## src/hdl/ota_pkg.sv

```systemverilog
// Shared types, constants and helpers of the token atom encoder.
`default_nettype none

package ota_pkg;

  // Width of the tracked write position
  localparam int unsigned POS_BITS = 16;
  // Width for position plus token size sums
  localparam int unsigned SUM_W    = POS_BITS + 13;
  localparam int unsigned NEED_W   = 12;
  localparam int unsigned DATA_W   = 72;
  localparam int unsigned CNT_W    = 4;
  localparam int unsigned Q_DEPTH  = 2;
  localparam int unsigned Q_PTR_W  = $clog2(Q_DEPTH);
  localparam int unsigned CFG_IDX_W = 1;
  localparam int unsigned CFG_DATA_W = 16;

  // Token kinds
  localparam logic [2:0] KIND_RAW      = 3'd0;
  localparam logic [2:0] KIND_NUMBER   = 3'd1;
  localparam logic [2:0] KIND_STR_HDR  = 3'd2;
  localparam logic [2:0] KIND_STR_DATA = 3'd3;
  localparam logic [2:0] KIND_RESTART  = 3'd4;

  // Result status codes
  localparam logic [1:0] ST_OK       = 2'd0;
  localparam logic [1:0] ST_NO_ROOM  = 2'd1;
  localparam logic [1:0] ST_TOO_LONG = 2'd2;

  // Register indexes
  localparam logic [CFG_IDX_W-1:0] CFG_CAPACITY     = 1'b0;
  localparam logic [CFG_IDX_W-1:0] CFG_START_OFFSET = 1'b1;

  // Register reset values
  localparam logic [15:0] CAPACITY_RST = 16'd2048;
  localparam logic [7:0]  START_RST    = 8'd56;

  // Atom headers
  localparam logic [7:0] HDR_SHORT1   = 8'h81;
  localparam logic [7:0] HDR_SHORT2   = 8'h82;
  localparam logic [7:0] HDR_SHORT4   = 8'h84;
  localparam logic [7:0] HDR_SHORT8   = 8'h88;
  localparam logic [7:0] HDR_NULL     = 8'hA1;
  localparam logic [7:0] HDR_TINY_STR = 8'hA0;
  localparam logic [7:0] HDR_MEDIUM   = 8'hD0;

  // One token's worth of output bytes, MSB byte first
  typedef struct packed {
    logic [DATA_W-1:0]   data;
    logic [CNT_W-1:0]    cnt;
    logic                wr;
    logic [1:0]          status;
    logic [POS_BITS-1:0] pos;
  } job_t;

  typedef struct packed {
    logic full;
    logic empty;
  } q_stat_t;

  // Report a position as the 16-bit result field
  function automatic logic [15:0] pos_out(input logic [POS_BITS-1:0] p);
    logic [SUM_W-1:0] w;
    w = SUM_W'(p);
    return w[15:0];
  endfunction

endpackage

`default_nettype wire

```

## src/hdl/opal_token_atom_encoder.sv

```systemverilog
// Top level of the token atom encoder.
// Usage:
//   Input channel (in_valid_i / in_stall_o) carries one token per beat: a raw
//   byte, a number, a string header, a string data byte or a restart.
//   Output channel (out_valid_o / out_stall_i) carries one result per beat;
//   last_o marks the final result of a token. A number yields up to nine
//   beats, a string header up to two, every other token one.
//   A token's first result passes through the queue, job and output registers.
//   Throughput: one output beat per cycle while the receiver does not stall,
//   limited by the single byte lane of the back end; a two-entry job queue
//   lets tokens enter back to back while earlier tokens still drain.
//   Room checks and position tracking happen in the front end at accept.
//   Configuration (capacity, start offset) is written via cfg_we_i; the user
//   must do so only with no token in flight, which the block does not check.
//   Reset restores capacity 2048, start offset 56 and position 56, and empties
//   the queue and output register. When the receiver stalls, the output beat
//   holds; once the queue fills, in_stall_o rises until an entry frees up.
`default_nettype none

module opal_token_atom_encoder (
  input  wire logic                              clk_i,
  input  wire logic                              rst_ni,
  input  wire logic                              cfg_we_i,
  input  wire logic [ota_pkg::CFG_IDX_W-1:0]     cfg_index_i,
  input  wire logic [ota_pkg::CFG_DATA_W-1:0]    cfg_wdata_i,
  input  wire logic                              in_valid_i,
  output logic                                   in_stall_o,
  input  wire logic [2:0]                        kind_i,
  input  wire logic [63:0]                       value_i,
  input  wire logic [11:0]                       length_i,
  input  wire logic [7:0]                        data_byte_i,
  output logic                                   out_valid_o,
  input  wire logic                              out_stall_i,
  output logic [7:0]                             out_byte_o,
  output logic                                   byte_valid_o,
  output logic                                   last_o,
  output logic [1:0]                             status_o,
  output logic [15:0]                            position_o
);

  ota_pkg::q_stat_t q_stat;
  ota_pkg::job_t    push_job, pop_job;
  logic             push, pop;

  assign in_stall_o = q_stat.full;

  ota_front u_front (
    .clk_i       (clk_i),
    .rst_ni      (rst_ni),
    .cfg_we_i    (cfg_we_i),
    .cfg_index_i (cfg_index_i),
    .cfg_wdata_i (cfg_wdata_i),
    .in_valid_i  (in_valid_i),
    .kind_i      (kind_i),
    .value_i     (value_i),
    .length_i    (length_i),
    .data_byte_i (data_byte_i),
    .q_stat_i    (q_stat),
    .push_o      (push),
    .job_o       (push_job)
  );

  ota_queue u_queue (
    .clk_i      (clk_i),
    .rst_ni     (rst_ni),
    .push_i     (push),
    .push_job_i (push_job),
    .pop_i      (pop),
    .pop_job_o  (pop_job),
    .stat_o     (q_stat)
  );

  ota_back u_back (
    .clk_i        (clk_i),
    .rst_ni       (rst_ni),
    .q_stat_i     (q_stat),
    .job_i        (pop_job),
    .pop_o        (pop),
    .out_valid_o  (out_valid_o),
    .out_stall_i  (out_stall_i),
    .out_byte_o   (out_byte_o),
    .byte_valid_o (byte_valid_o),
    .last_o       (last_o),
    .status_o     (status_o),
    .position_o   (position_o)
  );

endmodule

`default_nettype wire

```

## src/hdl/ota_front.sv

```systemverilog
// Front end: takes tokens, checks room, tracks position and string state.
`default_nettype none

module ota_front (
  input  wire logic                                 clk_i,
  input  wire logic                                 rst_ni,
  input  wire logic                                 cfg_we_i,
  input  wire logic [ota_pkg::CFG_IDX_W-1:0]        cfg_index_i,
  input  wire logic [ota_pkg::CFG_DATA_W-1:0]       cfg_wdata_i,
  input  wire logic                                 in_valid_i,
  input  wire logic [2:0]                           kind_i,
  input  wire logic [63:0]                          value_i,
  input  wire logic [11:0]                          length_i,
  input  wire logic [7:0]                           data_byte_i,
  input  wire ota_pkg::q_stat_t                     q_stat_i,
  output logic                                      push_o,
  output ota_pkg::job_t                             job_o
);

  logic [15:0]                      capacity_q;
  logic [7:0]                       start_q;
  logic [ota_pkg::POS_BITS-1:0]     pos_q, pos_d;
  logic [10:0]                      left_q, left_d;

  logic [ota_pkg::CNT_W-1:0]        num_cnt;
  logic [ota_pkg::DATA_W-1:0]       num_data;
  logic [ota_pkg::NEED_W-1:0]       need;
  logic [ota_pkg::SUM_W-1:0]        cap_full, cap_mask, cap_eff, sum;
  logic                             fits;
  logic [10:0]                      len;
  logic                             str_zero, str_tiny;

  assign push_o = in_valid_i && !q_stat_i.full;

  // Classify a number by its significant bytes
  always_comb begin
    if (value_i[63:6] == '0) begin
      num_cnt  = 4'd1;
      num_data = {2'b00, value_i[5:0], 64'd0};
    end else if (value_i[63:8] == '0) begin
      num_cnt  = 4'd2;
      num_data = {ota_pkg::HDR_SHORT1, value_i[7:0], 56'd0};
    end else if (value_i[63:16] == '0) begin
      num_cnt  = 4'd3;
      num_data = {ota_pkg::HDR_SHORT2, value_i[15:0], 48'd0};
    end else if (value_i[63:32] == '0) begin
      num_cnt  = 4'd5;
      num_data = {ota_pkg::HDR_SHORT4, value_i[31:0], 32'd0};
    end else begin
      num_cnt  = 4'd9;
      num_data = {ota_pkg::HDR_SHORT8, value_i};
    end
  end

  assign len      = length_i[10:0];
  assign str_zero = (len == '0);
  assign str_tiny = (len[10:4] == '0);

  // Bytes the token needs in the buffer
  always_comb begin
    unique case (kind_i)
      ota_pkg::KIND_NUMBER:  need = ota_pkg::NEED_W'(num_cnt);
      ota_pkg::KIND_STR_HDR: begin
        if (str_zero)      need = 12'd2;
        else if (str_tiny) need = ota_pkg::NEED_W'(len) + 12'd1;
        else               need = ota_pkg::NEED_W'(len) + 12'd2;
      end
      default:               need = 12'd1;
    endcase
  end

  // Compare against capacity clipped to the position range
  assign cap_full = ota_pkg::SUM_W'(capacity_q);
  assign cap_mask = ota_pkg::SUM_W'({ota_pkg::POS_BITS{1'b1}});
  assign cap_eff  = (cap_full > cap_mask) ? cap_mask : cap_full;
  assign sum      = ota_pkg::SUM_W'(pos_q) + ota_pkg::SUM_W'(need);
  assign fits     = (sum <= cap_eff);

  // Build the job and the next state
  always_comb begin
    pos_d      = pos_q;
    left_d     = left_q;
    job_o      = '0;
    job_o.cnt  = 4'd1;
    job_o.wr   = 1'b0;
    job_o.status = ota_pkg::ST_OK;
    job_o.pos  = pos_q;
    unique case (kind_i)
      ota_pkg::KIND_RAW: begin
        if (fits) begin
          job_o.wr   = 1'b1;
          job_o.data = {data_byte_i, 64'd0};
          pos_d      = pos_q + ota_pkg::POS_BITS'(1);
        end else begin
          job_o.status = ota_pkg::ST_NO_ROOM;
        end
      end
      ota_pkg::KIND_NUMBER: begin
        if (fits) begin
          job_o.wr   = 1'b1;
          job_o.cnt  = num_cnt;
          job_o.data = num_data;
          pos_d      = pos_q + ota_pkg::POS_BITS'(num_cnt);
        end else begin
          job_o.status = ota_pkg::ST_NO_ROOM;
        end
      end
      ota_pkg::KIND_STR_HDR: begin
        left_d = '0;
        if (length_i[11]) begin
          job_o.status = ota_pkg::ST_TOO_LONG;
        end else if (!fits) begin
          job_o.status = ota_pkg::ST_NO_ROOM;
        end else if (str_zero) begin
          job_o.wr   = 1'b1;
          job_o.cnt  = 4'd2;
          job_o.data = {ota_pkg::HDR_NULL, 8'h00, 56'd0};
          pos_d      = pos_q + ota_pkg::POS_BITS'(2);
        end else if (str_tiny) begin
          job_o.wr   = 1'b1;
          job_o.data = {ota_pkg::HDR_TINY_STR | {4'd0, len[3:0]}, 64'd0};
          pos_d      = pos_q + ota_pkg::POS_BITS'(1);
          left_d     = len;
        end else begin
          job_o.wr   = 1'b1;
          job_o.cnt  = 4'd2;
          job_o.data = {ota_pkg::HDR_MEDIUM | {5'd0, len[10:8]}, len[7:0], 56'd0};
          pos_d      = pos_q + ota_pkg::POS_BITS'(2);
          left_d     = len;
        end
      end
      ota_pkg::KIND_STR_DATA: begin
        if (left_q != '0) begin
          if (fits) begin
            job_o.wr   = 1'b1;
            job_o.data = {data_byte_i, 64'd0};
            pos_d      = pos_q + ota_pkg::POS_BITS'(1);
            left_d     = left_q - 11'd1;
          end else begin
            job_o.status = ota_pkg::ST_NO_ROOM;
          end
        end
      end
      ota_pkg::KIND_RESTART: begin
        pos_d     = ota_pkg::POS_BITS'(start_q);
        left_d    = '0;
        job_o.pos = ota_pkg::POS_BITS'(start_q);
      end
      default: begin
        job_o.status = ota_pkg::ST_OK;
      end
    endcase
  end

  // Hold registers and token state
  always_ff @(posedge clk_i or negedge rst_ni) begin
    if (!rst_ni) begin
      capacity_q <= ota_pkg::CAPACITY_RST;
      start_q    <= ota_pkg::START_RST;
      pos_q      <= ota_pkg::POS_BITS'(ota_pkg::START_RST);
      left_q     <= '0;
    end else begin
      if (cfg_we_i) begin
        unique case (cfg_index_i)
          ota_pkg::CFG_CAPACITY:     capacity_q <= cfg_wdata_i[15:0];
          ota_pkg::CFG_START_OFFSET: start_q    <= cfg_wdata_i[7:0];
          default:                   start_q    <= start_q;
        endcase
      end
      if (push_o) begin
        pos_q  <= pos_d;
        left_q <= left_d;
      end
    end
  end

endmodule

`default_nettype wire

```

## src/hdl/ota_queue.sv

```systemverilog
// Short job queue between the front and back ends.
`default_nettype none

module ota_queue (
  input  wire logic              clk_i,
  input  wire logic              rst_ni,
  input  wire logic              push_i,
  input  wire ota_pkg::job_t     push_job_i,
  input  wire logic              pop_i,
  output ota_pkg::job_t          pop_job_o,
  output ota_pkg::q_stat_t       stat_o
);

  localparam int unsigned CntW = $clog2(ota_pkg::Q_DEPTH + 1);

  ota_pkg::job_t                  mem_q [ota_pkg::Q_DEPTH];
  logic [ota_pkg::Q_PTR_W-1:0]    wr_ptr_q, rd_ptr_q;
  logic [CntW-1:0]                count_q;

  assign stat_o.full  = (count_q == CntW'(ota_pkg::Q_DEPTH));
  assign stat_o.empty = (count_q == '0);
  assign pop_job_o    = mem_q[rd_ptr_q];

  // Store pushed jobs
  always_ff @(posedge clk_i) begin
    if (push_i) begin
      mem_q[wr_ptr_q] <= push_job_i;
    end
  end

  // Advance pointers and fill count
  always_ff @(posedge clk_i or negedge rst_ni) begin
    if (!rst_ni) begin
      wr_ptr_q <= '0;
      rd_ptr_q <= '0;
      count_q  <= '0;
    end else begin
      if (push_i) begin
        wr_ptr_q <= (wr_ptr_q == ota_pkg::Q_PTR_W'(ota_pkg::Q_DEPTH - 1))
                    ? '0 : wr_ptr_q + ota_pkg::Q_PTR_W'(1);
      end
      if (pop_i) begin
        rd_ptr_q <= (rd_ptr_q == ota_pkg::Q_PTR_W'(ota_pkg::Q_DEPTH - 1))
                    ? '0 : rd_ptr_q + ota_pkg::Q_PTR_W'(1);
      end
      if (push_i && !pop_i) begin
        count_q <= count_q + CntW'(1);
      end else if (pop_i && !push_i) begin
        count_q <= count_q - CntW'(1);
      end
    end
  end

`ifndef NO_ASSERTIONS
  a_no_overflow: assert property (@(posedge clk_i) disable iff (!rst_ni)
    stat_o.full && !pop_i |-> !push_i)
    else $error("queue push while full");
  a_no_underflow: assert property (@(posedge clk_i) disable iff (!rst_ni)
    stat_o.empty |-> !pop_i)
    else $error("queue pop while empty");
`endif

endmodule

`default_nettype wire

```

## src/hdl/ota_back.sv

```systemverilog
// Back end: serializes queued jobs into one output beat per byte, or one byteless beat.
`default_nettype none

module ota_back (
  input  wire logic               clk_i,
  input  wire logic               rst_ni,
  input  wire ota_pkg::q_stat_t   q_stat_i,
  input  wire ota_pkg::job_t      job_i,
  output logic                    pop_o,
  output logic                    out_valid_o,
  input  wire logic               out_stall_i,
  output logic [7:0]              out_byte_o,
  output logic                    byte_valid_o,
  output logic                    last_o,
  output logic [1:0]              status_o,
  output logic [15:0]             position_o
);

  logic                           busy_q;
  logic [ota_pkg::DATA_W-1:0]     data_q;
  logic [ota_pkg::CNT_W-1:0]      cnt_q;
  logic                           wr_q;
  logic [1:0]                     status_q;
  logic [ota_pkg::POS_BITS-1:0]   pos_q, pos_next;

  logic                           out_valid_q;
  logic                           issue, done;

  assign out_valid_o = out_valid_q;
  assign issue       = busy_q && (!out_valid_q || !out_stall_i);
  assign done        = !busy_q || (issue && cnt_q == ota_pkg::CNT_W'(1));
  assign pop_o       = done && !q_stat_i.empty;
  assign pos_next    = wr_q ? pos_q + ota_pkg::POS_BITS'(1) : pos_q;

  // Load jobs and step through their bytes
  always_ff @(posedge clk_i or negedge rst_ni) begin
    if (!rst_ni) begin
      busy_q <= 1'b0;
      cnt_q  <= '0;
    end else begin
      if (pop_o) begin
        busy_q <= 1'b1;
        cnt_q  <= job_i.cnt;
      end else if (done) begin
        busy_q <= 1'b0;
        cnt_q  <= '0;
      end else if (issue) begin
        cnt_q  <= cnt_q - ota_pkg::CNT_W'(1);
      end
    end
  end

  // Job payload
  always_ff @(posedge clk_i) begin
    if (pop_o) begin
      data_q   <= job_i.data;
      wr_q     <= job_i.wr;
      status_q <= job_i.status;
      pos_q    <= job_i.pos;
    end else if (issue) begin
      data_q   <= data_q << 8;
      pos_q    <= pos_next;
    end
  end

  // Output register valid
  always_ff @(posedge clk_i or negedge rst_ni) begin
    if (!rst_ni) begin
      out_valid_q <= 1'b0;
    end else if (issue) begin
      out_valid_q <= 1'b1;
    end else if (!out_stall_i) begin
      out_valid_q <= 1'b0;
    end
  end

  // Output register payload
  always_ff @(posedge clk_i) begin
    if (issue) begin
      out_byte_o   <= wr_q ? data_q[ota_pkg::DATA_W-1 -: 8] : 8'd0;
      byte_valid_o <= wr_q;
      last_o       <= (cnt_q == ota_pkg::CNT_W'(1));
      status_o     <= status_q;
      position_o   <= ota_pkg::pos_out(pos_next);
    end
  end

`ifndef NO_ASSERTIONS
  a_busy_count: assert property (@(posedge clk_i) disable iff (!rst_ni)
    busy_q |-> cnt_q != '0)
    else $error("active job with zero byte count");
  a_nobyte_last: assert property (@(posedge clk_i) disable iff (!rst_ni)
    out_valid_o && !byte_valid_o |-> last_o && out_byte_o == 8'd0)
    else $error("result without byte must be single and zero");
`endif

endmodule

`default_nettype wire
```

## config.mk

```make
export PLATFORM = sky130hd
export DESIGN_NAME = opal_token_atom_encoder
export DESIGN_NICKNAME = d
export VERILOG_FILES = /design/src/hdl/ota_pkg.sv /design/src/hdl/opal_token_atom_encoder.sv /design/src/hdl/ota_front.sv /design/src/hdl/ota_queue.sv /design/src/hdl/ota_back.sv
export SDC_FILE = /design/constraint.sdc
export NUM_CORES = 1
export LEC_CHECK = 0
export BUFFER_PORTS_ARGS = -buffer_cell sky130_fd_sc_hd__buf_4
export CAP_MARGIN = 20
export CORE_ASPECT_RATIO = 1.2
export CORE_MARGIN = 2
export CORE_UTILIZATION = 55
export CTS_BUF_LIST = sky130_fd_sc_hd__clkbuf_16
export CTS_CLUSTER_DIAMETER = 120
export DETAILED_ROUTE_END_ITERATION = 8
export GPL_ROUTABILITY_DRIVEN = 0
export PLACE_DENSITY_LB_ADDON = 0.25
export SLEW_MARGIN = 20
export SYNTH_ARGS = -nofsm -noshare
export SYNTH_HDL_FRONTEND = slang
export SYNTH_SLANG_ARGS = --single-unit
```

## constraint.sdc

```tcl
create_clock -name clk_i -period 4.7 [get_ports clk_i]
set_input_delay 1.41 -clock clk_i [delete_from_list [all_inputs] [get_ports clk_i]]
set_output_delay 1.41 -clock clk_i [all_outputs]
set_load 0.05 [all_outputs]
```

==> results.sh <==
export IMPL_holdWs_ns=0.426
export IMPL_drive_above_1_share=0.327
export IMPL_min_from="u_back.status_q[0]"
export IMPL_seqPwrFrac=0.447
export IMPL_ys_ff_latch=370
export IMPL_slew_violations=0
export IMPL_cts_tree="done"
export IMPL_final_hold_viol_count=0
export IMPL_startpoint_type="input port"
export IMPL_violations="setup timing"
export IMPL_final_common_cell="buf_4"
export IMPL_hp_class="reg -> reg"
export IMPL_setup_ws_ns=-1.37
export IMPL_dieArea_um2=33900
export IMPL_slew_headroom=0.335
export IMPL_gr_usage_all_layers=0.291
export IMPL_clk_path_buf_depth=3
export IMPL_synth_edff_count=309
export IMPL_netlist_instances=1503
export IMPL_grt_pass1_vias=13800
export IMPL_cts_root_buf="clkbuf_16"
export IMPL_setup_worst_path_end_class="flip-flop"
export IMPL_num_vias=14100
export IMPL_power_w=0.0116
export IMPL_antenna_found_initial=0
export IMPL_dp_hpwl_um=34500
export IMPL_most_common_layout_cells="buf_4 (321), edfxtp_1 (309), nand2_1 (163)"
export IMPL_ios=139
export IMPL_syn_area_per_cell_um2=11.9
export IMPL_hold_depth=0
export IMPL_die_w_um=168
export IMPL_cts_buffers=38
export IMPL_setup_viol=183
export IMPL_synth_distinct_cells=76
export IMPL_min_period_over_period=1.29
export IMPL_timing_reg2reg_setup_slack_ns=0.41
export IMPL_area_growth_pct=30.7
export IMPL_cp_max_fo=6
export IMPL_h_tree_depth=2
export IMPL_p_leak_nw=9.42
export IMPL_worst_pin_slew_ns=0.992
export IMPL_ys_flop_type="edfxtp_1"
export IMPL_rr_startpoint="u_front.pos_q[5]"
export IMPL_numPortBuffers=138
export IMPL_drt_wl_total_um=50400
export IMPL_maxCapViolCount=0
export IMPL_overflow=0
export IMPL_setup_tns_ns=-231.95
export IMPL_crit_family="compound AO/OA/AOI/OAI gates"
export IMPL_grt_pass1_wl_um=76100
export IMPL_die_y_um=201
export IMPL_fin_worst_skew_ns=0.0121
export IMPL_r2r_end="u_queue.mem_q[0][87]"
export IMPL_dr_pass1_iters=7
export IMPL_crit_slowest_cell="or4_4"
export IMPL_fmax_mhz=165
export IMPL_clk_pin_slew_ns=0.06
export IMPL_reg2reg_depth=16
export IMPL_num_rows=72
export IMPL_rsz0062_at_grt="true"
export IMPL_pwr_share_comb=0.290
export IMPL_yosysWarningCount=0
export IMPL_period_minus_slack_ns=6.07
export IMPL_p_sw_frac=0.325
export IMPL_dp_slack_ns=-2.03
export IMPL_cpPeakStageDelay_ns=0.54
export IMPL_cell_internal_pwr_w=0.00787
export IMPL_multi_input_area_um2=7400
export IMPL_critical_path_required_ns=5.05
export IMPL_outcome="finished, violations left"
export IMPL_start_util=0.556
export IMPL_worstPathBufferInverterCount=4
export IMPL_min_to="u_back.status_o[0]"
export IMPL_nNetsFinal=1995
export IMPL_crit_arrival_ns=6.42
export IMPL_vias_per_cell=6.17
export IMPL_switchingPower_w=0.00378
export IMPL_clockPowerShare=0.263
export IMPL_fillers=2093
export IMPL_power_density_nw_per_um2=500
export IMPL_regArea_um2=10800
export IMPL_synth_cell_area_um2=17800
export IMPL_grt_max_degree=114
export IMPL_ant_nets=0
export IMPL_ir_drop_mv=0.455
export IMPL_drc=0
export IMPL_drt_initial_drc_count=1649
export IMPL_coreArea_um2=32100
export IMPL_routedWlPerCell_um=22.1
export IMPL_ys_async_sr_fraction=0.165
export IMPL_antenna_cells=0
export IMPL_clkLatencyLatePin_ns=0.54
export IMPL_cts_sinks=370
export IMPL_seq_area_frac_synth=0.607
export IMPL_syn_num_nets=1657
export IMPL_critPathKind="in -> reg"
[Yosys cell counts, drive strengths merged, types with 5 or more instances]
cell type / count / area, um^2
ha: 43 / 538
nor4: 25 / 169
nand2b: 9 / 56.3
clkbuf: 58 / 218
nand2: 172 / 646
nor2: 95 / 364
a221oi: 18 / 158
mux2: 13 / 146
nand3: 35 / 188
and3: 14 / 87.6
dfstp: 7 / 184
dfrtp: 54 / 1350
nand4: 12 / 75.1
o21ai: 134 / 674
or4: 7 / 60.1
nor3: 15 / 75.1
or3: 7 / 43.8
a31oi: 13 / 81.3
xnor2: 27 / 236
a21o: 18 / 135
edfxtp: 309 / 9280
inv: 53 / 199
xor2: 16 / 140
o311ai: 5 / 43.8
and2: 52 / 325
a21oi: 73 / 377
a22o: 6 / 52.6
o21bai: 5 / 37.5
buf: 10 / 72.6
o31ai: 10 / 88.8
mux2i: 97 / 971
o211ai: 6 / 45.0
or2: 9 / 56.3
o22ai: 9 / 56.3
nor2b: 7 / 43.8
o21a: 7 / 52.6
[metal layers]
| layer | vias up | share of wire | GRT usage | wire length [um] |
|---|---|---|---|---|
| li1 | 6300 | - | - | - |
| met2 | 754 | 0.48 | 0.482 | 24400 |
| met5 | - | 0 | 0 | 0 |
| met4 | 0 | 0.052 | 0.135 | 2610 |
| met3 | 175 | 0.075 | 0.0456 | 3760 |
| met1 | 6822 | 0.39 | 0.380 | 19600 |
[repair_timing]
action,CTS,global route
cloned,3,4
setup endpoints to repair,183,183
hold buffers,0,0
pin swaps,39,33
buffers inserted,24,15
gates resized for setup,103,50
[worst register-to-register path, cell delays in order, from the launching register on]
cell and delay [ns]:
dfstp_2 0.69, ha_1 0.30, o21ai_0 0.28, nor2_2 0.13, a2111oi_4 0.43, nor3_2 0.08, xor2_1 0.15, ha_1 0.30
a21o_1 0.17, a21oi_2 0.15, o211ai_1 0.13, o31a_1 0.40, buf_6 0.16, nor4_4 0.36, buf_6 0.21, o21ai_2 0.06
o211ai_1 0.11
[stage by stage]
| stage | instance area [um^2] | instances | util |
|---|---|---|---|
| floorplan | 18200 | 1503 | - |
| detailed placement | 20900 | 2166 | 0.653 |
| CTS | 22800 | 2261 | 0.712 |
| finish | 23300 | 2277 | 0.726 |
| global route | 23300 | 2277 | 0.726 |
| global placement | 20900 | 2166 | 0.653 |
[logic make-up after synthesis]
group                    after synthesis  share of synthesized area
XOR/XNOR                              43                     0.0211
AND/OR/NAND/NOR                      465                      0.126
multiplexers                         110                     0.0627
adder cells (fa/ha/maj)               45                     0.0324
flip-flops                           370                      0.607
AO/OA/AOI/OAI                        347                      0.123
buffers and inverters                123                     0.0279
[power by group through the flow]
stage,Combinational (W),Sequential (W),Clock (W)
global route,0.00366,0.00528,0.00323
finish,0.00338,0.00521,0.00306
detailed placement,0.00313,0.00525,0
CTS,0.00328,0.00519,0.00309
floorplan,0.00198,0.00524,0
global placement,0.00303,0.00520,0
[worst max path at each step]
stage,start,to,depth (start not counted)
4_1_cts,length_i[9],u_queue.mem_q[0][82],25
3_5_place_dp,value_i[13],u_queue.mem_q[0][82],22
2_1_floorplan,length_i[9],u_queue.mem_q[0][81],22
6_report,length_i[9],u_queue.mem_q[0][87],27
3_3_place_gp,value_i[9],u_queue.mem_q[0][81],22
5_1_grt,length_i[9],u_front.left_q[9],28
[area by class of cell]
class	count	share of cell area
repair buffers	365	0.133
well taps	407	0.0219
flip-flops and latches	370	0.464
multi-input cells	1011	0.318
inverters	55	0.00908
clock buffers	38	0.0408
clock inverters	31	0.0133
[sequential cells by signal, indices dropped and copies added, names as in the netlist, 2 cells and up]
| name | flops |
|---|---|
| u_back.cnt_q | 4 |
| u_back.data_q | 72 |
| u_back.out_byte_o | 8 |
| u_back.pos_q | 16 |
| u_back.position_o | 16 |
| u_back.status_o | 2 |
| u_back.status_q | 2 |
| u_front.capacity_q | 16 |
| u_front.left_q | 11 |
| u_front.pos_q | 16 |
| u_front.start_q | 8 |
| u_queue.count_q | 2 |
| u_queue.mem_q | 190 |
Note: power is estimated with default switching activity, not from simulation.
